<file path="src/rtl/core/point_pair_measure_top_macros.svh">
// Assertion helpers shared by the point pair measurement RTL.
// Each helper takes a label, the clock, the reset, a condition and a consequence.
`ifndef POINT_PAIR_MEASURE_TOP_MACROS_SVH
`define POINT_PAIR_MEASURE_TOP_MACROS_SVH

`ifndef SYNTHESIS
`define PPM_ASSERT_IMPL(name, clk, rst, ante, cons) \
  name: assert property (@(posedge clk) disable iff (rst) (ante) |-> (cons)) \
    else $error("point pair measure: same-cycle check failed");
`define PPM_ASSERT_NEXT(name, clk, rst, ante, cons) \
  name: assert property (@(posedge clk) disable iff (rst) (ante) |=> (cons)) \
    else $error("point pair measure: next-cycle check failed");
`else
`define PPM_ASSERT_IMPL(name, clk, rst, ante, cons)
`define PPM_ASSERT_NEXT(name, clk, rst, ante, cons)
`endif

`endif

</file>
<file path="src/rtl/core/ppm_pkg.sv">
`default_nettype none

package ppm_pkg;

  // Fixed field widths of the words on the channels.
  localparam int IN_W    = 32;
  localparam int DIST_BITS = 35;
  localparam int ELEV_W  = 15;
  localparam int REG_W   = 48;
  localparam int COEF_W  = 16;
  localparam int LANES   = 3;

  localparam logic [DIST_BITS-1:0] DIST_MAX = {DIST_BITS{1'b1}};

  // Defaults for the top level parameters.
  localparam int COORD_WIDTH_DEF   = 32;
  localparam int COEF_FRAC_DEF     = 14;
  localparam int CORDIC_STAGES_DEF = 16;

  // Square root lanes: 72-bit radicand, one root bit per cell.
  localparam int SQ_BITS   = 72;
  localparam int ROOT_BITS = SQ_BITS / 2;
  localparam int REM_W     = ROOT_BITS + 3;
  localparam int RT_W      = ROOT_BITS + 1;

  // CORDIC datapath.
  localparam int CORDIC_GUARD = 20;
  localparam int ANGLE_FRAC   = 16;
  localparam int ANG_W        = 32;
  localparam int CX_W         = RT_W + CORDIC_GUARD + 2;
  localparam int ANGLE_LIMIT  = 9000;
  localparam logic signed [ANG_W-1:0] ANG_CLAMP = ANG_W'(ANGLE_LIMIT) <<< ANGLE_FRAC;

  // Matrix column reset values: the identity in Q2.14.
  localparam logic [REG_W-1:0] COL_X_RESET = 48'h0000_0000_4000;
  localparam logic [REG_W-1:0] COL_Y_RESET = 48'h0000_4000_0000;
  localparam logic [REG_W-1:0] COL_Z_RESET = 48'h4000_0000_0000;

  localparam int CFG_IDX_W = 2;
  typedef enum logic [CFG_IDX_W-1:0] {
    CFG_COL_X = 2'd0,
    CFG_COL_Y = 2'd1,
    CFG_COL_Z = 2'd2
  } cfg_index_t;

  // atan(2^-i) in hundredths of a degree, scaled by 2^16.
  localparam logic signed [ANG_W-1:0] ATAN_UNITS [0:31] = '{
    32'sd294912000, 32'sd174096719, 32'sd91987925, 32'sd46694507, 32'sd23437865,
    32'sd11730358, 32'sd5866610, 32'sd2933484, 32'sd1466764, 32'sd733385,
    32'sd366693, 32'sd183346, 32'sd91673, 32'sd45837, 32'sd22918, 32'sd11459,
    32'sd5730, 32'sd2865, 32'sd1432, 32'sd716, 32'sd358, 32'sd179, 32'sd90,
    32'sd45, 32'sd22, 32'sd11, 32'sd6, 32'sd3, 32'sd1, 32'sd1, 32'sd0, 32'sd0
  };

  function automatic logic signed [ANG_W-1:0] atan_unit(input logic [4:0] i);
    return ATAN_UNITS[i];
  endfunction

  typedef struct packed {
    logic [SQ_BITS-1:0] rad;
    logic [REM_W-1:0]   rem;
    logic [RT_W-1:0]    root;
  } root_lane_t;

  typedef struct packed {
    logic [DIST_BITS-1:0] lxc;
    logic [DIST_BITS-1:0] lyc;
    logic [DIST_BITS-1:0] lzc;
    logic [DIST_BITS-1:0] zs;
    logic                 hsat;
    logic                 zzero;
    logic                 nz;
  } root_side_t;

  typedef struct packed {
    logic signed [CX_W-1:0]  cx;
    logic signed [CX_W-1:0]  cy;
    logic signed [ANG_W-1:0] ang;
  } cordic_t;

  typedef struct packed {
    logic [DIST_BITS-1:0] total;
    logic [DIST_BITS-1:0] lx;
    logic [DIST_BITS-1:0] ly;
    logic [DIST_BITS-1:0] lz;
    logic [DIST_BITS-1:0] horiz;
    logic                 zzero;
    logic                 nz;
    logic                 hzero;
  } cordic_side_t;

endpackage

`default_nettype wire

</file>
<file path="src/rtl/core/ppm_root_cell.sv">
`default_nettype none

module ppm_root_cell import ppm_pkg::*; #(
  parameter int POS   = 0,
  parameter bit FINAL = 1'b0
) (
  input  wire logic              clk,
  input  wire logic              rst,
  input  wire logic              in_valid,
  output logic                   in_ready,
  input  root_lane_t [LANES-1:0] in_lane,
  input  root_side_t             in_side,
  output logic                   out_valid,
  input  wire logic              out_ready,
  output root_lane_t [LANES-1:0] out_lane,
  output root_side_t             out_side
);

  root_lane_t [LANES-1:0] nxt;

  if (FINAL) begin : g_round
    // Round to nearest: bump the root when the remainder exceeds it.
    always_comb begin
      nxt = in_lane;
      for (int l = 0; l < LANES; l++) begin
        if (in_lane[l].rem > REM_W'(in_lane[l].root)) begin
          nxt[l].root = in_lane[l].root + RT_W'(1);
        end
      end
    end
  end else begin : g_step
    logic [REM_W-1:0] remsh [LANES];
    logic [REM_W-1:0] trial [LANES];
    always_comb begin
      nxt = in_lane;
      for (int l = 0; l < LANES; l++) begin
        remsh[l] = {in_lane[l].rem[REM_W-3:0], in_lane[l].rad[2*POS+1 -: 2]};
        trial[l] = {in_lane[l].root, 2'b01};
        if (remsh[l] >= trial[l]) begin
          nxt[l].rem  = remsh[l] - trial[l];
          nxt[l].root = {in_lane[l].root[RT_W-2:0], 1'b1};
        end else begin
          nxt[l].rem  = remsh[l];
          nxt[l].root = {in_lane[l].root[RT_W-2:0], 1'b0};
        end
      end
    end
  end

  assign in_ready = !out_valid || out_ready;

  always_ff @(posedge clk) begin
    if (rst) begin
      out_valid <= 1'b0;
    end else if (in_ready) begin
      out_valid <= in_valid;
    end
  end

  always_ff @(posedge clk) begin
    if (in_ready) begin
      out_lane <= nxt;
      out_side <= in_side;
    end
  end

endmodule

`default_nettype wire

</file>
<file path="config.mk">
export PLATFORM = sky130hd
export DESIGN_NAME = ppm_root_cell
export DESIGN_NICKNAME = d
export VERILOG_FILES = /design/src/rtl/core/point_pair_measure_top_macros.svh /design/src/rtl/core/ppm_pkg.sv /design/src/rtl/core/ppm_root_cell.sv
export SDC_FILE = /design/constraint.sdc
export NUM_CORES = 1
export LEC_CHECK = 0
export BUFFER_PORTS_ARGS = -buffer_cell sky130_fd_sc_hd__buf_2
export CAP_MARGIN = 20
export CORE_AREA = 2 2 456 458
export CTS_CLUSTER_DIAMETER = 50
export CTS_CLUSTER_SIZE = 28
export DETAILED_ROUTE_END_ITERATION = 8
export DIE_AREA = 0 0 458 460
export PLACE_DENSITY = 0.41
export SLEW_MARGIN = 10
export SYNTH_ARGS = -nofsm -noshare
export SYNTH_HDL_FRONTEND = slang
export SYNTH_SLANG_ARGS = --single-unit
</file>
<file path="constraint.sdc">
create_clock -name clk -period 21.5 [get_ports clk]
set_clock_uncertainty 0.1 [all_clocks]
set_input_delay 4.3 -clock clk [delete_from_list [all_inputs] [get_ports clk]]
set_output_delay 4.3 -clock clk [all_outputs]
set_load 0.02 [all_outputs]
</file>
==> impl_summary.txt <==
----------------------------------------------------
[Detailed routing]
  Detailed-route wire length per cell ... 29.1 um
  Uppermost metal layer occupied by signal nets ... met5
  Routed met3 length ... 23.1 mm
  Overall routed net length ... 172 mm
  Total number of vias ... 21,600
  Routed length on met1 ... 67.5 mm
  Routed Antenna Nets ... 0
  Iteration-0 DRC count of the detailed router ... 1,658
  Met2 WL post-DR ... 75.0 mm
  Initial DRT Pass Iterations ... 5
  DRC violations left ... 0
  Vias per cell ... 3.66

[Power]
  Maximum VDD drop ... 62.0 uV
  Leakage power figure ... 0.0164 uW
  Cell area power density ... 102 nW/um2

[Synth]
  Synthesis Warnings ... 0
  Synth Instances ... 1,826
  Sequential fraction of the synthesis area ... 69.5%
  Proportion of netlist area held by the largest area contributor ... 69.4%
  Synth async-reset ratio ... 0%
  Post-Syn Nets ... 2,534
  Post-synthesis average cell area ... 13.9 um2
  Cell types with the largest area share after synthesis ... sky130_fd_sc_hd__edfxtp_1 69%, sky130_fd_sc_hd__ha_1 5.8%, sky130_fd_sc_hd__a21oi_1 3.1%
  Most common cell in the netlist ... sky130_fd_sc_hd__edfxtp_1
  Number of synthesized flops with an enable pin ... 587
  Distinct cell type count after synthesis ... 72
  Most frequently used flop master after synthesis ... sky130_fd_sc_hd__edfxtp_1
  Post-synth top area cell ... sky130_fd_sc_hd__edfxtp_1
  Summed instance area of the synthesized netlist ... 25,400 um2
  Most common library cells after synthesis ... 587 x sky130_fd_sc_hd__edfxtp_1, 156 x sky130_fd_sc_hd__a21oi_1, 146 x sky130_fd_sc_hd__inv_1
  Register bit total from synthesis ... 588

[Clock tree]
  CTS clk-pin slew, worst paths ... 0.05 ns
  Post-CTS sizing ... 0
  Clock tree from TritonCTS ... built
  Library cell used as clock root buffer ... sky130_fd_sc_hd__clkbuf_16
  Number of hold buffers added after CTS ... 0
  Level count of the clock H-tree ... 3
  Number of buffers inserted during clock tree synthesis ... 110
  Clk sinks ... 588
  Postcts setup bufs ... 0
  Clock latency at the later pin of the worst-skew pair ... 0.76 ns
  Clock Path Buffers ... 3

[STA]
  Final sum of negative setup slack ... 0 ns
  Final worst path period need ... 9.61 ns
  Period utilisation layout ... 44.7%
  Worst-case headroom to the max-slew limit ... 34.5%
  Transition time of the tightest slew-check pin ... 0.981 ns
  Upper clock frequency limit ... 104 MHz
  Setup repair after global routing missed its margin ... false
  Hold Violations, Final ... 0
  Setup violation total in the final timing report ... 0
  Final number of max-transition violations ... 0

[Worst setup path]
  Critical Path End Type ... output pin
  Critical path start-end classification ... in2out
  Data arrival time of the critical path ... 5.21 ns
  Maximum fanout encountered on the critical timing path ... 47
  Endpoint required time on the critical path ... 17.10 ns
  Sort of element at the start of the critical path ... input port

[Layout]
  Fraction of final layout cells sized beyond drive strength 1 ... 44.2%
  Area overhead of the layout relative to synthesis ... 51.6%
  Layout filler cell count ... 22,800
  Fin nets ... 3,785
  Final standard cell count with taps included and fillers excluded ... 5,895

[Placement]
  Sum of net half-perimeters after detailed placement ... 146 mm
  Count of buffers from port buffering ... 1,173
  Number of cells after detailed placement ... 5,668
  Routability congestion estimate ... 0.950

[Floorplanning]
  Horizontal die dimension ... 458 um
  Y dimension of the die ... 460 um
  Area of the core ... 206,000 um2
  Placement row count ... 167
  Initial core utilization ... 12.3%
  Area of the die ... 211,000 um2
  I/O pins ... 1,180

[GRT]
  Number of antenna violations at the first check in global routing ... 175
  Pin count of the biggest net entering global routing ... 117
  Via count of the first global-routing pass ... 21,300
  Total gr overflow ... 0
  Global-route wire length before repair ... 215 mm
  Combined global-route utilization of all metal layers ... 15.6%

[Min path]
  Type of the worst min-delay path ... reg2reg

[Status]
  Result of the run ... completed

[Run]
  MaxCap Viol Count ... 0

----------------------------------------------------
registers in the layout, summed over array words and instances, names as in the netlist:
name / count
out_lane: 444
out_side: 143
out_valid: 1
stage by stage:
step | total power, uW | setup WS [ns] | cell area [um2] | hold slack, ns | util [%]
3_3_place_gp | 2140 | 11.84 | 34600 | 1.10 | 16.8
6_report | 3930 | 11.89 | 38500 | 1.06 | 18.7
4_1_cts | 4010 | 11.86 | 38400 | 1.09 | 18.7
3_5_place_dp | 2140 | 11.86 | 34600 | 1.08 | 16.8
2_1_floorplan | 1810 | 5.43 | 25400 | 4.27 | -
5_1_grt | 4100 | 11.81 | 38500 | 1.13 | 18.7
cell type report:
class | instances | area (um2) | area share, %
Inverter | 147 | 552 | 1.43
Clock inverter | 89 | 1070 | 2.77
Sequential cell | 588 | 17600 | 45.8
Multi-Input combinational cell | 1044 | 7030 | 18.2
Timing Repair Buffer | 1186 | 6000 | 15.6
Clock buffer | 116 | 2800 | 7.26
Antenna cell | 21 | 52.6 | 0.136
Tap cell | 2704 | 3380 | 8.78
worst paths after layout:
kind                                start             to  slack [ns]  depth (start not counted)
worst min register to register  out_valid   out_side[23]        1.06                          1
worst max-delay path            out_ready       in_ready       11.89                          3
worst min-delay path            out_valid   out_side[23]        1.06                          1
worst max register to register  out_valid  out_lane[176]       17.88                          4
cell families (layout without fill, tap and decap cells):
group / after synthesis / count (layout) / share of synthesized area (%)
and+or+nand+nor: 356 / 356 / 6.54
xor gates and xnor gates: 107 / 107 / 3.69
adders and majority gates: 117 / 117 / 5.76
AOI/OAI and AO/OA: 450 / 450 / 10.9
DFF: 588 / 588 / 69.5
muxes: 14 / 14 / 0.616
other: 0 / 21 / 0
buffers and inverters: 194 / 1538 / 3.07
layout by cell type (no fill, tap or decap), types with 51 or more instances in the layout:
| master | count |
|---|---|
| sky130_fd_sc_hd__a21oi_1 | 156 |
| sky130_fd_sc_hd__buf_2 | 1173 |
| sky130_fd_sc_hd__clkbuf_16 | 111 |
| sky130_fd_sc_hd__edfxtp_1 | 587 |
| sky130_fd_sc_hd__ha_1 | 117 |
| sky130_fd_sc_hd__inv_1 | 146 |
| sky130_fd_sc_hd__nand2_1 | 120 |
| sky130_fd_sc_hd__nor2_1 | 107 |
| sky130_fd_sc_hd__o21ai_0 | 51 |
| sky130_fd_sc_hd__o21ai_1 | 72 |
| sky130_fd_sc_hd__xnor2_1 | 64 |
critical path: stages:
cell and delay, ns:
sky130_fd_sc_hd__buf_2 0.08, sky130_fd_sc_hd__nand2b_4 0.54, sky130_fd_sc_hd__buf_2 0.29
power breakdown:
group,leakage (uW),internal [uW],switching [uW]
logic,0.00849,208,478
clock network,0.00186,1080,743
registers,0.00609,1390,34.1
per-layer routing:
layer / vias to the layer above / track usage (%)
li1: 9430 / -
met1: 10400 / 18.3
met2: 1254 / 23.9
met3: 409 / 9.15
met4: 66 / 4.68
met5: - / 0
Note: power is estimated with default switching activity, not from simulation.
